**src/assert_macros.svh**
```systemverilog
// Assertion macros shared by the RTL; clocked on i_clk, disabled during reset
`ifndef ASSERT_MACROS_SVH
`define ASSERT_MACROS_SVH

// Check a condition at every clock edge out of reset
`define ASSERT_ALWAYS(label, cond, msg) \
    label: assert property (@(posedge i_clk) disable iff (!i_rst_n) (cond)) \
        else $error(msg);

// Check that a trigger implies a consequence in the same cycle
`define ASSERT_IMPLY(label, trig, cons, msg) \
    label: assert property (@(posedge i_clk) disable iff (!i_rst_n) (trig) |-> (cons)) \
        else $error(msg);

`endif

```
**src/gsf_pkg.sv**
```systemverilog
// Shared constants, types and GCR coding for the GCR sector formatter
package gsf_pkg;

    localparam int DATA_BYTES   = 256;
    localparam int MAX_TAIL_GAP = 20;

    localparam int CHUNK_BITS = 40;
    localparam int MAX_CHUNKS = 8;
    localparam int STEP_BITS  = CHUNK_BITS * MAX_CHUNKS;
    localparam int HEADER_GAP = 9;
    localparam int SYNC_BITS  = 40;
    localparam int GCR_BITS   = 10;

    localparam int CNT_W  = (DATA_BYTES > 1) ? $clog2(DATA_BYTES) : 1;
    localparam int LEN_W  = $clog2(STEP_BITS + 1);
    localparam int CLEN_W = $clog2(CHUNK_BITS + 1);
    localparam int GAP_W  = $clog2(MAX_TAIL_GAP + 32);

    // header sync, 8 header bytes, header gap, data sync, data block ID
    localparam int HEAD_BITS  = 2 * SYNC_BITS + 9 * GCR_BITS + 8 * HEADER_GAP;
    localparam int FIRST_BITS = HEAD_BITS + GCR_BITS;
    localparam int TRAIL_BITS = 3 * GCR_BITS;

    localparam int ROOM_FIRST = (STEP_BITS - FIRST_BITS - TRAIL_BITS) / 8;
    localparam int ROOM_MID   = (STEP_BITS - GCR_BITS - TRAIL_BITS) / 8;
    localparam int GAP_LIM_FIRST = (MAX_TAIL_GAP < ROOM_FIRST) ? MAX_TAIL_GAP : ROOM_FIRST;
    localparam int GAP_LIM_MID   = (MAX_TAIL_GAP < ROOM_MID) ? MAX_TAIL_GAP : ROOM_MID;

    localparam logic [2:0] ERR_NONE        = 3'd0;
    localparam logic [2:0] ERR_NO_HEADER   = 3'd1;
    localparam logic [2:0] ERR_NO_SYNC     = 3'd2;
    localparam logic [2:0] ERR_NO_DATA     = 3'd3;
    localparam logic [2:0] ERR_DATA_SUM    = 3'd4;
    localparam logic [2:0] ERR_HDR_SUM     = 3'd5;
    localparam logic [2:0] ERR_ID_MISMATCH = 3'd6;

    localparam int CFG_IDX_W = 2;
    localparam logic [CFG_IDX_W-1:0] REG_DISK_ID_ONE = 2'd0;
    localparam logic [CFG_IDX_W-1:0] REG_DISK_ID_TWO = 2'd1;
    localparam logic [CFG_IDX_W-1:0] REG_TAIL_GAP    = 2'd2;

    localparam logic [4:0] TAIL_GAP_RESET = 5'd9;

    localparam logic [7:0] HDR_BLOCK_ID  = 8'h08;
    localparam logic [7:0] DATA_BLOCK_ID = 8'h07;
    localparam logic [7:0] HDR_PAD       = 8'h0F;
    localparam logic [7:0] GAP_BYTE      = 8'h55;
    localparam logic [7:0] BLANK_BYTE    = 8'h00;

    localparam logic [4:0] GCR_TABLE [16] = '{
        5'h0A, 5'h0B, 5'h12, 5'h13, 5'h0E, 5'h0F, 5'h16, 5'h17,
        5'h09, 5'h19, 5'h1A, 5'h1B, 5'h0D, 5'h1D, 5'h1E, 5'h15
    };

    typedef struct packed {
        logic [STEP_BITS-1:0] bits;
        logic [LEN_W-1:0]     len;
        logic                 ends_sector;
    } t_frame;

    function automatic logic [GCR_BITS-1:0] gcr_byte(input logic [7:0] b);
        return {GCR_TABLE[b[7:4]], GCR_TABLE[b[3:0]]};
    endfunction

endpackage

```
**src/gcr_sector_formatter.sv**
```systemverilog
// Top level of the GCR sector formatter: configuration registers and datapath
// Takes one sector data byte per item and returns the sector's raw GCR track
// bits as chunks of up to 40 bits, first written bit in the highest valid
// position, with last_chunk marking the end of the sector. A middle byte gives
// one 10-bit chunk and, unless the output stalls, the block takes one such
// item every cycle. The first byte of a sector gives 252 bits (sync, header,
// gap, sync, data ID, data) and the last byte adds the checksum, two zero bytes
// and the tail gap; the frame register holds these items while they are cut
// into 7 chunks for the first byte and 1 to 5 chunks for the last, and the next
// item is taken in the cycle their final chunk moves to the output register.
// Configuration writes take effect on the next accepted item.
`include "assert_macros.svh"

module gcr_sector_formatter (
    input  logic                               i_clk,
    input  logic                               i_rst_n,
    input  logic                               i_cfg_we,
    input  logic [gsf_pkg::CFG_IDX_W-1:0]      i_cfg_index,
    input  logic [7:0]                         i_cfg_data,
    input  logic                               i_in_valid,
    output logic                               o_in_stall,
    input  logic [7:0]                         i_data_byte,
    input  logic [5:0]                         i_track,
    input  logic [4:0]                         i_sector,
    input  logic [2:0]                         i_error_kind,
    output logic                               o_out_valid,
    input  logic                               i_out_stall,
    output logic [gsf_pkg::CHUNK_BITS-1:0]     o_chunk_data,
    output logic [gsf_pkg::CLEN_W-1:0]         o_chunk_length,
    output logic                               o_last_chunk
);

    logic [7:0] r_disk_id_one;
    logic [7:0] r_disk_id_two;
    logic [4:0] r_tail_gap;

    logic            busy;
    logic            take;
    gsf_pkg::t_frame n_frame;

    always_ff @(posedge i_clk) begin
        if (!i_rst_n) begin
            r_disk_id_one <= 8'h00;
            r_disk_id_two <= 8'h00;
            r_tail_gap    <= gsf_pkg::TAIL_GAP_RESET;
        end else if (i_cfg_we) begin
            unique case (i_cfg_index)
                gsf_pkg::REG_DISK_ID_ONE: r_disk_id_one <= i_cfg_data;
                gsf_pkg::REG_DISK_ID_TWO: r_disk_id_two <= i_cfg_data;
                gsf_pkg::REG_TAIL_GAP:    r_tail_gap    <= i_cfg_data[4:0];
                default: begin
                    // drop writes beyond the register list
                end
            endcase
        end
    end

    assign o_in_stall = busy;
    assign take       = i_in_valid && !busy;

    gsf_sector_ctl u_sector_ctl (
        .i_clk            (i_clk),
        .i_rst_n          (i_rst_n),
        .i_take           (take),
        .i_data_byte      (i_data_byte),
        .i_track          (i_track),
        .i_sector         (i_sector),
        .i_error_kind     (i_error_kind),
        .i_disk_id_one    (r_disk_id_one),
        .i_disk_id_two    (r_disk_id_two),
        .i_tail_gap_bytes (r_tail_gap),
        .o_frame          (n_frame)
    );

    gsf_chunker u_chunker (
        .i_clk          (i_clk),
        .i_rst_n        (i_rst_n),
        .i_take         (take),
        .i_frame        (n_frame),
        .o_busy         (busy),
        .o_out_valid    (o_out_valid),
        .i_out_stall    (i_out_stall),
        .o_chunk_data   (o_chunk_data),
        .o_chunk_length (o_chunk_length),
        .o_last_chunk   (o_last_chunk)
    );

    `ASSERT_IMPLY(a_chunk_len_range, o_out_valid, (o_chunk_length != '0) && (o_chunk_length <= gsf_pkg::CLEN_W'(gsf_pkg::CHUNK_BITS)), "chunk length out of range")
    `ASSERT_IMPLY(a_chunk_upper_clear, o_out_valid, (o_chunk_data >> o_chunk_length) == '0, "bits above chunk length are set")
    `ASSERT_IMPLY(a_sector_end_len, take && n_frame.ends_sector, n_frame.len >= gsf_pkg::LEN_W'(gsf_pkg::GCR_BITS + gsf_pkg::TRAIL_BITS), "sector end frame too short")

endmodule

```
**src/gsf_sector_ctl.sv**
```systemverilog
// Sector state and combinational assembly of one item's raw bit frame
module gsf_sector_ctl (
    input  logic                  i_clk,
    input  logic                  i_rst_n,
    input  logic                  i_take,
    input  logic [7:0]            i_data_byte,
    input  logic [5:0]            i_track,
    input  logic [4:0]            i_sector,
    input  logic [2:0]            i_error_kind,
    input  logic [7:0]            i_disk_id_one,
    input  logic [7:0]            i_disk_id_two,
    input  logic [4:0]            i_tail_gap_bytes,
    output gsf_pkg::t_frame       o_frame
);

    logic [gsf_pkg::CNT_W-1:0] r_cnt;
    logic [7:0]                r_dsum;
    logic [2:0]                r_held_err;

    logic                              first;
    logic                              last;
    logic [2:0]                        err;
    logic [gsf_pkg::SYNC_BITS-1:0]     sync;
    logic [7:0]                        hsum;
    logic [7:0]                        id1;
    logic [7:0]                        id2;
    logic [7:0]                        hdr_id;
    logic [7:0]                        data_id;
    logic [7:0]                        dsum_new;
    logic [7:0]                        dsum_out;
    logic [gsf_pkg::HEAD_BITS-1:0]     head;
    logic [gsf_pkg::TRAIL_BITS-1:0]    trail;
    logic [gsf_pkg::STEP_BITS-1:0]     gap_fill;
    logic [gsf_pkg::STEP_BITS-1:0]     bits_first;
    logic [gsf_pkg::STEP_BITS-1:0]     bits_mid;
    logic [gsf_pkg::GAP_W-1:0]         gap_lim;
    logic [gsf_pkg::GAP_W-1:0]         gap;
    logic [gsf_pkg::LEN_W-1:0]         base_len;

    always_comb begin
        first = (r_cnt == '0);
        last  = (r_cnt == gsf_pkg::CNT_W'(gsf_pkg::DATA_BYTES - 1));
        err   = first ? i_error_kind : r_held_err;

        sync  = (err == gsf_pkg::ERR_NO_SYNC) ? '0 : '1;
        hsum  = i_disk_id_one ^ i_disk_id_two ^ {2'b00, i_track} ^ {3'b000, i_sector};
        if (err == gsf_pkg::ERR_HDR_SUM) begin
            hsum = ~hsum;
        end
        id1 = (err == gsf_pkg::ERR_ID_MISMATCH) ? ~i_disk_id_one : i_disk_id_one;
        id2 = (err == gsf_pkg::ERR_ID_MISMATCH) ? ~i_disk_id_two : i_disk_id_two;
        hdr_id  = (err == gsf_pkg::ERR_NO_HEADER) ? gsf_pkg::BLANK_BYTE : gsf_pkg::HDR_BLOCK_ID;
        data_id = (err == gsf_pkg::ERR_NO_DATA) ? gsf_pkg::BLANK_BYTE : gsf_pkg::DATA_BLOCK_ID;

        dsum_new = first ? i_data_byte : (r_dsum ^ i_data_byte);
        dsum_out = (err == gsf_pkg::ERR_DATA_SUM) ? ~dsum_new : dsum_new;

        head = {sync,
                gsf_pkg::gcr_byte(hdr_id),
                gsf_pkg::gcr_byte(hsum),
                gsf_pkg::gcr_byte({3'b000, i_sector}),
                gsf_pkg::gcr_byte({2'b00, i_track}),
                gsf_pkg::gcr_byte(id2),
                gsf_pkg::gcr_byte(id1),
                gsf_pkg::gcr_byte(gsf_pkg::HDR_PAD),
                gsf_pkg::gcr_byte(gsf_pkg::HDR_PAD),
                {gsf_pkg::HEADER_GAP{gsf_pkg::GAP_BYTE}},
                sync,
                gsf_pkg::gcr_byte(data_id)};
        trail = {gsf_pkg::gcr_byte(dsum_out),
                 gsf_pkg::gcr_byte(gsf_pkg::BLANK_BYTE),
                 gsf_pkg::gcr_byte(gsf_pkg::BLANK_BYTE)};

        // tail gap starts on an even bit, so the alternating fill lines up
        gap_fill   = {(gsf_pkg::STEP_BITS / 8){gsf_pkg::GAP_BYTE}};
        bits_first = {head, gsf_pkg::gcr_byte(i_data_byte), trail,
                      gap_fill[gsf_pkg::STEP_BITS-gsf_pkg::FIRST_BITS-gsf_pkg::TRAIL_BITS-1:0]};
        bits_mid   = {gsf_pkg::gcr_byte(i_data_byte), trail,
                      gap_fill[gsf_pkg::STEP_BITS-gsf_pkg::GCR_BITS-gsf_pkg::TRAIL_BITS-1:0]};

        gap_lim  = first ? gsf_pkg::GAP_W'(gsf_pkg::GAP_LIM_FIRST)
                         : gsf_pkg::GAP_W'(gsf_pkg::GAP_LIM_MID);
        gap      = (gsf_pkg::GAP_W'(i_tail_gap_bytes) > gap_lim)
                   ? gap_lim : gsf_pkg::GAP_W'(i_tail_gap_bytes);
        base_len = first ? gsf_pkg::LEN_W'(gsf_pkg::FIRST_BITS)
                         : gsf_pkg::LEN_W'(gsf_pkg::GCR_BITS);

        o_frame.bits        = first ? bits_first : bits_mid;
        o_frame.ends_sector = last;
        o_frame.len         = last ? (base_len + gsf_pkg::LEN_W'(gsf_pkg::TRAIL_BITS)
                                      + gsf_pkg::LEN_W'({gap, 3'b000}))
                                   : base_len;
    end

    always_ff @(posedge i_clk) begin
        if (!i_rst_n) begin
            r_cnt      <= '0;
            r_dsum     <= '0;
            r_held_err <= gsf_pkg::ERR_NONE;
        end else if (i_take) begin
            r_cnt  <= last ? '0 : r_cnt + 1'b1;
            r_dsum <= last ? 8'h00 : dsum_new;
            if (first) begin
                r_held_err <= i_error_kind;
            end
        end
    end

endmodule

```
**src/gsf_chunker.sv**
```systemverilog
// Frame register and output chunk register: cuts each frame into chunks of up to 40 bits
module gsf_chunker (
    input  logic                              i_clk,
    input  logic                              i_rst_n,
    input  logic                              i_take,
    input  gsf_pkg::t_frame                   i_frame,
    output logic                              o_busy,
    output logic                              o_out_valid,
    input  logic                              i_out_stall,
    output logic [gsf_pkg::CHUNK_BITS-1:0]    o_chunk_data,
    output logic [gsf_pkg::CLEN_W-1:0]        o_chunk_length,
    output logic                              o_last_chunk
);

    logic                               r_fv;
    logic [gsf_pkg::STEP_BITS-1:0]      r_frame;
    logic [gsf_pkg::LEN_W-1:0]          r_rem;
    logic                               r_fend;
    logic                               r_ov;
    logic [gsf_pkg::CHUNK_BITS-1:0]     r_odata;
    logic [gsf_pkg::CLEN_W-1:0]         r_olen;
    logic                               r_olast;

    logic                               drain;
    logic                               fin;
    logic [gsf_pkg::CLEN_W-1:0]         chunk_len;
    logic [gsf_pkg::CHUNK_BITS-1:0]     chunk;

    always_comb begin
        drain     = r_fv && (!r_ov || !i_out_stall);
        fin       = (r_rem <= gsf_pkg::LEN_W'(gsf_pkg::CHUNK_BITS));
        chunk_len = fin ? r_rem[gsf_pkg::CLEN_W-1:0] : gsf_pkg::CLEN_W'(gsf_pkg::CHUNK_BITS);
        // right-align a short final chunk, clearing the unused upper bits
        chunk     = r_frame[gsf_pkg::STEP_BITS-1 -: gsf_pkg::CHUNK_BITS]
                    >> (gsf_pkg::CLEN_W'(gsf_pkg::CHUNK_BITS) - chunk_len);
        // free the frame register when its final chunk moves out this cycle
        o_busy    = r_fv && !(drain && fin);
    end

    always_ff @(posedge i_clk) begin
        if (!i_rst_n) begin
            r_fv <= 1'b0;
            r_ov <= 1'b0;
        end else begin
            if (i_take) begin
                r_fv <= 1'b1;
            end else if (drain && fin) begin
                r_fv <= 1'b0;
            end
            if (drain) begin
                r_ov <= 1'b1;
            end else if (!i_out_stall) begin
                r_ov <= 1'b0;
            end
        end
    end

    always_ff @(posedge i_clk) begin
        if (i_take) begin
            r_frame <= i_frame.bits;
            r_rem   <= i_frame.len;
            r_fend  <= i_frame.ends_sector;
        end else if (drain) begin
            r_frame <= r_frame << gsf_pkg::CHUNK_BITS;
            r_rem   <= r_rem - gsf_pkg::LEN_W'(chunk_len);
        end
        if (drain) begin
            r_odata <= chunk;
            r_olen  <= chunk_len;
            r_olast <= r_fend && fin;
        end
    end

    assign o_out_valid    = r_ov;
    assign o_chunk_data   = r_odata;
    assign o_chunk_length = r_olen;
    assign o_last_chunk   = r_olast;

endmodule

```
**config.mk**
```make
export PLATFORM = sky130hd
export DESIGN_NAME = gcr_sector_formatter
export DESIGN_NICKNAME = d
export VERILOG_FILES = /design/src/gsf_pkg.sv /design/src/gcr_sector_formatter.sv /design/src/gsf_sector_ctl.sv /design/src/gsf_chunker.sv
export VERILOG_INCLUDE_DIRS = /design/src /design/src/src
export SDC_FILE = /design/constraint.sdc
export NUM_CORES = 1
export LEC_CHECK = 0
export BUFFER_PORTS_ARGS = -buffer_cell sky130_fd_sc_hd__buf_2
export CAP_MARGIN = 20
export CORE_MARGIN = 5
export CORE_UTILIZATION = 50
export CTS_CLUSTER_DIAMETER = 120
export DETAILED_ROUTE_END_ITERATION = 8
export PLACE_DENSITY = 0.74
export SETUP_SLACK_MARGIN = 0.1
export SLEW_MARGIN = 20
export SYNTH_ARGS = -nofsm -noshare
export SYNTH_HDL_FRONTEND = slang
export SYNTH_HIERARCHICAL = 1
export SYNTH_SLANG_ARGS = --single-unit
```
**constraint.sdc**
```tcl
create_clock -name i_clk -period 6.95 [get_ports i_clk]
set_input_delay 1.39 -clock i_clk [delete_from_list [all_inputs] [get_ports i_clk]]
set_output_delay 1.39 -clock i_clk [all_outputs]
set_load 0.05 [all_outputs]
```
Word-level counts from Yosys, hierarchy flattened

Memory sizes are Yosys's and may differ from the RTL's.
Cells that the tools add are included.

Add/sub/neg operators: 5
Magnitude comparators: 20
Eq/ne operators: 10
Shifts and indexed selects: 1
Multiplexer cells: 61
Bitwise gates (word level): 26
Reductions and logical operators: 17

Operators by type and width:

| cell                                                      | number |
|---|---|
| 2-to-1 mux 320 bit                                        | 3 |
| 2-to-1 mux 5 bit                                          | 37 |
| greater-or-equal comparator 5 bit (second input constant) | 18 |
| inverter 4 -> 5 bit                                       | 14 |
| 2-to-1 mux 8 bit                                          | 8 |
| 2-to-1 mux 40 bit                                         | 1 |
| >> shifter 40 x 6 -> 40 bit                               | 1 |
| inverter 8 bit                                            | 4 |
| 2-to-1 mux 9 bit                                          | 3 |
| bitwise XOR 8 bit                                         | 2 |
| 2-to-1 mux 6 bit                                          | 2 |
| inverter 4 -> 5 bit (first input constant)                | 2 |
| adder 9 x 5 -> 9 bit (second input constant)              | 1 |
| adder 9 bit                                               | 1 |
| equality test 3 bit (second input constant)               | 3 |
| <= comparator 9 x 6 -> 1 bit (second input constant)      | 1 |
| subtractor 9 x 6 -> 9 bit                                 | 1 |
| adder 8 x 1 -> 8 bit (second input constant)              | 1 |
| equality test 8 bit (second input constant)               | 1 |
| logical NOT 8 bit                                         | 1 |
| bitwise XOR 8 x 5 -> 8 bit                                | 1 |
| bitwise XOR 8 x 6 -> 8 bit                                | 1 |
| equality test 3 x 2 -> 1 bit (second input constant)      | 2 |
| greater-than comparator 5 x 6 -> 1 bit                    | 1 |
| 16 further kinds                                          | 30 |

Register bits after elaboration: 419
Memory bits (read-only): 1440
Memories kept: 18

Memory list:

| memory          | words | width | read ports | clocked after Yosys merged registers in | wr ports | RTL line      | text |
|---|---|---|---|---|---|---|---|
| (no name shown) | 16    | 5     | 1          | 0                                       | 0        | gsf_pkg.sv:62 | `return {GCR_TABLE[b[7:4]], GCR_TABLE[b[3:0]]};` |
| (no name shown) | 16    | 5     | 1          | 0                                       | 0        | gsf_pkg.sv:62 |  |
| (no name shown) | 16    | 5     | 1          | 0                                       | 0        | gsf_pkg.sv:62 |  |
| (no name shown) | 16    | 5     | 1          | 0                                       | 0        | gsf_pkg.sv:62 |  |
| (no name shown) | 16    | 5     | 1          | 0                                       | 0        | gsf_pkg.sv:62 |  |
| (no name shown) | 16    | 5     | 1          | 0                                       | 0        | gsf_pkg.sv:62 |  |
| +12 memories    | --    | --    | --         | --                                      | --       | --            |  |

Longest topological paths before layout

Gate-level depths: netlist (run 1).

Word-level depth: 11
Gate-level depth with buffers: 16
Depth with buffers taken out: 14

Modules after synthesis

The synthesis (run 1) kept the hierarchy.

By module, submodules not included:

| module               | instances | cells each | area each (sq um) | seq. area each (sq um) |
|---|---|---|---|---|
| gsf_chunker          | 1         | 1059       | 17839.6           | 11360.9 |
| gsf_sector_ctl       | 1         | 776        | 5142.4            | 380.4 |
| gcr_sector_formatter | 1         | 83         | 823.3             | 420.4 |

Least setup slack after synthesis (run 1)

Ideal clock, no wire load.

Path kind: input-to-reg
Start point: in i_out_stall
End point: reg u_chunker/r_frame[0] (netlist name) (enable)
Arrival time: 7.243 ns
Path slack: -0.848 ns
Cell stages on the path: 7
Path buffers: 3
Path through: nand2_1 > a21boi_0 > nor2b_1 > clkbuf_1 > clkbuf_1 > buf_1 > or2_2

Word-level cells in the longest chain between the ends: 9

Ends and longest elaborated chain:

| item                                | RTL line                   | text |
|---|---|---|
| start, declared                     | gcr_sector_formatter.sv:27 | `input logic i_out_stall,` |
| logical NOT 1 bit                   | gsf_chunker.sv:30          | `drain = r_fv && (!r_ov \|\| !i_out_stall);` |
| logical OR 1 bit                    | gsf_chunker.sv:30          |  |
| logical AND 1 bit                   | gsf_chunker.sv:30          |  |
| logical AND 1 bit                   | gsf_chunker.sv:37          | `o_busy = r_fv && !(drain && fin);` |
| logical NOT 1 bit                   | gsf_chunker.sv:37          |  |
| logical AND 1 bit                   | gsf_chunker.sv:37          |  |
| net o_in_stall                      | gcr_sector_formatter.sv:21 | `output logic o_in_stall,` |
| logical NOT 1 bit                   | gcr_sector_formatter.sv:59 | `assign take = i_in_valid && !busy;` |
| logical AND 1 bit                   | gcr_sector_formatter.sv:59 |  |
| net take                            | gcr_sector_formatter.sv:38 | `logic take;` |
| nonzero test 2 bit (no source line) | --                         |  |
| end signal, assigned                | gsf_chunker.sv:60          | `r_frame <= i_frame.bits;` |
| end signal, assigned                | gsf_chunker.sv:64          | `r_frame <= r_frame << gsf_pkg::CHUNK_BITS;` |
| end, declared                       | gsf_chunker.sv:16          | `logic [gsf_pkg::STEP_BITS-1:0] r_frame;` |

The timed path passes the listed nets, and every way through them passes these cells.
A chain may end at the register's enable or synchronous reset.

Worst setup path after layout (run 1)

Start point: reg u_chunker/r_rem[4] (netlist name)
End point: reg u_chunker.r_odata, in the netlist u_chunker/o_chunk_data[22], data pin

Word-level cells in the longest chain between the ends: 4

Ends and longest elaborated chain:

| item                            | RTL line          | text |
|---|---|---|
| start, declared                 | gsf_chunker.sv:17 | `logic [gsf_pkg::LEN_W-1:0] r_rem;` |
| start signal, assigned          | gsf_chunker.sv:61 | `r_rem <= i_frame.len;` |
| start signal, assigned          | gsf_chunker.sv:65 | `r_rem <= r_rem - gsf_pkg::LEN_W'(chunk_len);` |
| <= comparator 9 x 6 -> 1 bit    | gsf_chunker.sv:31 | `fin = (r_rem <= gsf_pkg::LEN_W'(gsf_pkg::CHUNK_BITS));` |
| 2-to-1 mux 6 bit (*)            | gsf_chunker.sv:32 | `chunk_len = fin ? r_rem[gsf_pkg::CLEN_W-1:0] : gsf_pkg::CLEN_W'(gsf_pkg::CHUNK_BITS);` |
| subtractor 6 bit (*)            | gsf_chunker.sv:35 | `>> (gsf_pkg::CLEN_W'(gsf_pkg::CHUNK_BITS) - chunk_len);` |
| >> shifter 40 x 6 -> 40 bit (*) | gsf_chunker.sv:34 | `chunk = r_frame[gsf_pkg::STEP_BITS-1 -: gsf_pkg::CHUNK_BITS]` |
| end signal, assigned            | gsf_chunker.sv:68 | `r_odata <= chunk;` |
| end, declared                   | gsf_chunker.sv:20 | `logic [gsf_pkg::CHUNK_BITS-1:0] r_odata;` |

Mark *: on every way between the ends. The rest lies on a longest branch, timed or not.

==> flow_summary.ini, run 1 <==
[drt]
wl_per_cell_microns = 18.27
wirelength_microns = 46070
postRouteAntennaNets = 0
drc = 0
drt_iter0_drc = 1011
drtPass1Iterations = 5
num_vias = 13960
vias_per_cell = 5.536

[setup_path]
slowest_delay_ns = 0.68
cp.arrival_ns = 4.39
startpoint_type = flip-flop
critPathRequiredTime_ns = 7.19
startpoint = u_chunker/r_rem[4]$_DFFE_PP_
critPathKind = flip-flop to flip-flop
crit_fanout = 47
crit_chain = a2111oi_2, and2_1, nand2_1, ha_1, buf_4, mux4_1, mux2_2, mux2i_1, o22ai_1
slowest_stage = mux4_1
rr_startpoint = u_chunker/r_rem[4]$_DFFE_PP_
end_kind = flip-flop

[global_route]
grt_max_degree = 150
track_usage = 0.1710
grt_pass1_vias = 13770
antenna_found_initial = 0
grt_remaining_overflow = 0
grt_first_pass_wirelength_microns = 73530

[cts]
clk_pin_slew_ns = 0.06
cts.repair.resized = 0
htreeDepth = 2
cts-root-buf = clkbuf_16
clkSinkCount = 419
cts_hold_buf = 0
clock_latency_ns = 0.55
cts_tree = done
numCtsBuffers = 42
cts_setup_buffers = 0
cts_buffer_depth = 3

[yosys]
synth_edf_count = 377
synth_most_common_cell = edfxtp_1
async_reset_ff_frac = 0
synth_top_cell_by_area = edfxtp_1
yosys-top-cells-count = edfxtp_1, mux2_2, buf_4
synth_top_flop_cell = edfxtp_1
yosys-top-cells-area = edfxtp_1, mux2_2, buf_4
yosysUniqueCellTypes = 90
ys_seq_area_frac = 0.5109
synth_warnings = 6
syn_avg_cell_area_sq_um = 12.41
synthesis.area_sq_um = 23810
synthCells = 1918
ys_ff_latch = 419
synth_top_area_share = 0.4756

[placed_design]
portBuffers = 85
dp_slack_ns = 2.794
gp_congestion = 0.9313
hpwl_microns = 30230
place_area_sq_um = 23460
dp.cells = 2445

[sta]
finalSetupViolations = 0
setup_slack_ns = 2.798
hold_viol = 0
max-slew-margin-rel = 0.2937
worstMarginPinSlew_ns = 1.059
skew_ns = 0.01925
timing.final.crit_share = 0.5974
fin_tns_setup_ns = 0
rsz0062_at_grt = false
max_freq_mhz = 240.8
report.final.slew_viol_count = 0
fin_crit_ns = 4.152

[cells_and_area]
finalNetCount = 1921
final_cells = 2521
area_growth_pct = 4.278
final_cell_area_sq_um = 24820
diodes = 0
post-route-util = 0.5232
drive_gt1_frac = 0.2697

[floorplan]
core_sq_um = 47450
chipHeight_microns = 228.2
num_rows = 80
initial_core_util = 0.5017
die_w_microns = 228.2
design.die.area_sq_um = 52080
io-pin-count = 86

[flow_run]
drv_cap = 0

[hold_path]
hold_class = flip-flop to flip-flop
hold_path_startpoint = u_chunker/r_fv$_SDFFE_PN0P_

[power]
power_density_nw_per_um2 = 334.0
p_leak_nw = 9.036
peakVddDrop_v = 0.0001651

[run_status]
status = finished, final reports clean
-- registers in the layout, summed over array words and instances (netlist names) --
name	count
u_chunker/o_out_valid	1
r_tail_gap	5
u_chunker/r_fv	1
u_sector_ctl/r_dsum	8
u_chunker/o_chunk_data	40
u_sector_ctl/r_held_err	3
u_sector_ctl/r_cnt	8
u_chunker/o_chunk_length	6
u_chunker/r_frame	320
r_disk_id_two	8
r_disk_id_one	8
u_chunker/r_rem	9
u_chunker/o_last_chunk	1
u_chunker/r_fend	1
-- routing by layer --
metal  vias up  GRT usage  share of wire
met5         -          0              0
met4         0    0.05937          0.033
met3        98    0.02512          0.054
met2       432     0.3025           0.50
met1      6825     0.2156           0.41
li1       6601          -              -
-- final timing paths --
path,depth (start not counted),to,slack (ns)
worst min-delay path,2,u_chunker/o_out_valid$_SDFFE_PN0P_,0.51
worst min register to register,2,u_chunker/o_out_valid$_SDFFE_PN0P_,0.51
worst max-delay path,9,u_chunker/o_chunk_data[22]$_SDFFCE_PP0P_,2.80
worst max register to register,9,u_chunker/o_chunk_data[22]$_SDFFCE_PP0P_,2.80
-- layout make-up --
class | instances | area (sq um)
inverter | 41 | 158.9
clock inverter | 15 | 170.2
sequential | 419 | 12160
multi-input combinational | 1267 | 9758
fill | 3903 | 22620
tap | 615 | 769.5
timing repair buffer | 103 | 610.6
clock buffer | 61 | 1195
-- layout by cell type, fill, tap and decap left out, types with 38 or more instances in the layout --
master and instances:
a21oi_1 69, and2_1 55, buf_2 85, clkbuf_16 44
conb_1 158, dfxtp_1 42, edfxtp_1 377, inv_1 38
mux2_2 298, mux2i_1 41, nand2_1 137, nor2_1 78
o21ai_0 51
-- power by group --
group,internal (mW),switching (mW)
clock network,1.31,0.926
logic,0.962,1.40
registers,3.47,0.215
total,5.75,2.54
-- logic make-up (layout without fill, tap and decap cells) --
logic type | Yosys count | in the layout | synth area share
AND/OR/NAND/NOR | 410 | 410 | 0.08672
buffers and inverters | 387 | 220 | 0.1043
XOR/XNOR | 53 | 53 | 0.01982
multiplexers | 382 | 382 | 0.2020
other | 3 | 158 | 0.0004730
adder cells (fa/ha/maj) | 11 | 11 | 0.005676
flip-flops | 419 | 419 | 0.5109
AO/OA/AOI/OAI | 253 | 253 | 0.07017
-- critical path, delay by kind of cell, from the launching register on --
kind	cells	cell delay, ns
AND/OR/NAND/NOR	2	0.45
multiplexers	3	1.32
buffers and inverters	1	0.42
flip-flops	1	0.59
AO/OA/AOI/OAI	2	0.75
adder cells (fa/ha/maj)	1	0.29
-- through the flow --
stage | hold slack (ns) | total power, mW
after floorplan | 0.4314 | 5.690
after global placement | 0.4830 | 6.006
after CTS | 0.5231 | 8.338
final | 0.5121 | 8.292
after global routing | 0.5472 | 8.688
after detailed placement | 0.5074 | 6.084
Note: power is estimated with default switching activity, not from simulation.
==> run 2: changes to the inputs <==
--- a/config.mk
+++ b/config.mk
@@ -6,6 +6,7 @@
 export SDC_FILE = /design/constraint.sdc
 export NUM_CORES = 1
 export LEC_CHECK = 0
+export ABC_AREA = 1
 export BUFFER_PORTS_ARGS = -buffer_cell sky130_fd_sc_hd__buf_2
 export CAP_MARGIN = 20
 export CORE_MARGIN = 5
==> constraint.sdc (replaced) <==
create_clock -name i_clk -period 3.43 [get_ports i_clk]
set_input_delay 0.686 -clock i_clk [delete_from_list [all_inputs] [get_ports i_clk]]
set_output_delay 0.686 -clock i_clk [all_outputs]
set_load 0.05 [all_outputs]
==> run 2 against run 1 <==
Utilization grew 1.3 points. Largest power group unchanged. First-iteration DRC count grew 42%. Global-route usage grew 1.4 points. Clock skew shrank 0.0018 ns. Die area shrank 1.1%. Sequential cell count is the same. Final area grew 0.58%. Sequential share of layout area shrank 0.28 points. Synthesized area shrank 1.2%. Sequential power grew 96%. Power grew 100%.
==> flow_summary.ini, run 2 <==
[floorplan]
design.die.area_sq_um = 51480
io-pin-count = 86
die_w_microns = 226.9
core_sq_um = 46560
initial_core_util = 0.5052
num_rows = 79
chipHeight_microns = 226.9

[setup_path]
rr_startpoint = u_sector_ctl/r_cnt[0]$_SDFFE_PN0P_
startpoint_type = flip-flop
crit_family = simple AND/OR/NAND/NOR gates
crit_fanout = 34
cp.arrival_ns = 3.48
slowest_stage = xor2_1
critPathKind = flip-flop to flip-flop
timing.critical_path.buf_inv = 3
slowest_delay_ns = 0.45
startpoint = u_sector_ctl/r_cnt[0]$_SDFFE_PN0P_
crit_chain = inv_1, ha_1, nand2_1, nor2_1, nand2_2, buf_4, nand2_1, o21ai_4, nand3_4, xor2_1, inv_1, nand2_1, nand2_1, a21oi_1, nand2_1, nand2_1
end_kind = flip-flop
crit_path_frequent_cell = nand2_1
critPathRequiredTime_ns = 3.88

[global_route]
grt_max_degree = 280
grt_pass1_vias = 16080
grt_first_pass_wirelength_microns = 78110
grt_remaining_overflow = 0
antenna_found_initial = 1
track_usage = 0.1846

[sta]
report.final.slew_viol_count = 0
hold_viol = 0
worstMarginPinSlew_ns = 0.7477
fin_tns_setup_ns = 0
finalSetupViolations = 0
rsz0062_at_grt = false
fin_crit_ns = 3.030
max_freq_mhz = 330.0
timing.final.crit_share = 0.8834
max-slew-margin-rel = 0.4997
skew_ns = 0.01748

[cts]
cts-root-buf = clkbuf_16
cts_hold_buf = 0
cts_tree = done
clock_latency_ns = 0.59
numCtsBuffers = 44
cts_buffer_depth = 3
clk_pin_slew_ns = 0.06
clkSinkCount = 419
htreeDepth = 2

[power]
combPwrFrac = 0.296
p_int_mw = 11.01
switchingPower_mw = 5.789
p_seq_frac = 0.431
sw_frac_of_total = 0.3445
pwr-share-clk = 0.273
power_density_nw_per_um2 = 672.9
p_leak_nw = 11.83
peakVddDrop_v = 0.0006557

[yosys]
synthCells = 2830
async_reset_ff_frac = 0
synth_warnings = 6
ys_seq_area_frac = 0.5170
yosys-top-cells-count = nand2_1, edfxtp_1, buf_4
syn_avg_cell_area_sq_um = 8.311
yosysUniqueCellTypes = 54
synth_top_cell_by_area = edfxtp_1
synth_edf_count = 377
synth_most_common_cell = nand2_1
synthesis.area_sq_um = 23520
synth_top_area_share = 0.4813
ys_ff_latch = 419
synth_top_flop_cell = edfxtp_1
yosys-top-cells-area = edfxtp_1, nand2_1, buf_4

[placed_design]
hpwl_microns = 31530
dp.cells = 3362
portBuffers = 85
gp_congestion = 0.9230
place_area_sq_um = 23540

[cells_and_area]
final_cells = 3446
drive_gt1_frac = 0.09408
final_common_cell = nand2_1
finalNetCount = 2850
largest_reg_flops = 320
top_register = u_chunker/r_frame
most-common-layout-cells = nand2_1, edfxtp_1, inv_1
final_cell_area_sq_um = 24970
area_growth_pct = 6.149

[drt]
vias_per_cell = 4.899
wirelength_microns = 47410
num_vias = 16880
wl_per_cell_microns = 13.76
drtPass1Iterations = 6
drt_iter0_drc = 1433
postRouteAntennaNets = 0
drc = 0

[run_status]
status = finished, final reports clean

[hold_path]
hold_path_startpoint = i_cfg_data[6]
hold_class = input port to flip-flop

[flow_run]
drv_cap = 0
-- run 2: changes by cell type after synthesis, sizes merged, moves of 35 or more --
| cell | change |
|---|---|
| nand3 | +148 |
| nor2 | +45 |
| and2 | -55 |
| nand2 | +1139 |
| inv | +155 |
| mux2 | -298 |
| mux2i | -42 |
| mux4 | -42 |
| o21ai | +35 |
-- run 2: final cells by class --
cell class / instances / area [sq um]
multi-input cells: 2010 / 8919
flip-flops and latches: 419 / 12160
clock inverters: 25 / 234.0
inverters: 198 / 762.0
repair buffers: 130 / 983.4
well taps: 607 / 759.5
fillers: 4093 / 21590
diodes: 1 / 2.502
clock buffers: 56 / 1146
-- run 2: worst paths after layout --
check                                                           end  slack, ns  cells past startpoint
worst max-delay path               u_chunker/r_frame[221]$_DFFE_PP_       0.40                     16
worst min-delay path                  r_disk_id_two[6]$_SDFFE_PN0P_       0.35                      3
worst max register to register     u_chunker/r_frame[221]$_DFFE_PP_       0.40                     16
worst min register to register  u_sector_ctl/r_dsum[1]$_SDFFE_PN0P_       0.47                      2
-- run 2: worst min-delay path: stages --
cell    delay (ns)
buf_2         0.08
nor2_1        0.04
nor2_1        0.08
-- run 2: power by group through the flow --
stage               sequential, mW  combinational [mW]  clock [mW]
floorplan                     7.87                3.54           0
global placement              7.31                4.81           0
detailed placement            7.35                4.92           0
CTS                           7.25                4.94        4.71
global route                  7.33                5.57        4.91
finish                        7.24                4.97        4.58
-- run 2: metrics by stage --
| step | hold WS (ns) | util | total power, mW | worst slack (ns) |
|---|---|---|---|---|
| 6_report | 0.3546 | 0.5363 | 16.80 | 0.3998 |
| 2_1_floorplan | 0.4289 | - | 11.41 | -3.123 |
| 3_5_place_dp | 0.4611 | 0.5057 | 12.27 | 0.3853 |
| 3_3_place_gp | 0.4573 | 0.5057 | 12.12 | 0.3723 |
| 4_1_cts | 0.3254 | 0.5354 | 16.90 | 0.3542 |
| 5_1_grt | 0.3599 | 0.5363 | 17.81 | 0.1104 |
-- run 2: routing by layer --
| layer | vias up | global-route usage | part of all wire |
|---|---|---|---|
| met5 | - | 0 | 0 |
| met4 | 0 | 0.07413 | 0.032 |
| met3 | 105 | 0.02706 | 0.056 |
| met2 | 474 | 0.3209 | 0.49 |
| met1 | 7684 | 0.2326 | 0.42 |
| li1 | 8619 | - | - |
-- run 2: cell families after synthesis --
logic type,count (synthesis),share of synthesized area
other cells,3,0.0004787
simple gates,1603,0.2773
xor+xnor,52,0.02240
buf+inv,556,0.1307
compound gates,187,0.04676
fa+ha+maj,10,0.005319
flops,419,0.5170
-- run 2: what timing repair did --
action,in CTS,in global routing
setup buffers,0,1
gates resized for setup,0,1
endpoints found under the hold margin,0,0
endpoints found under the setup margin,0,12
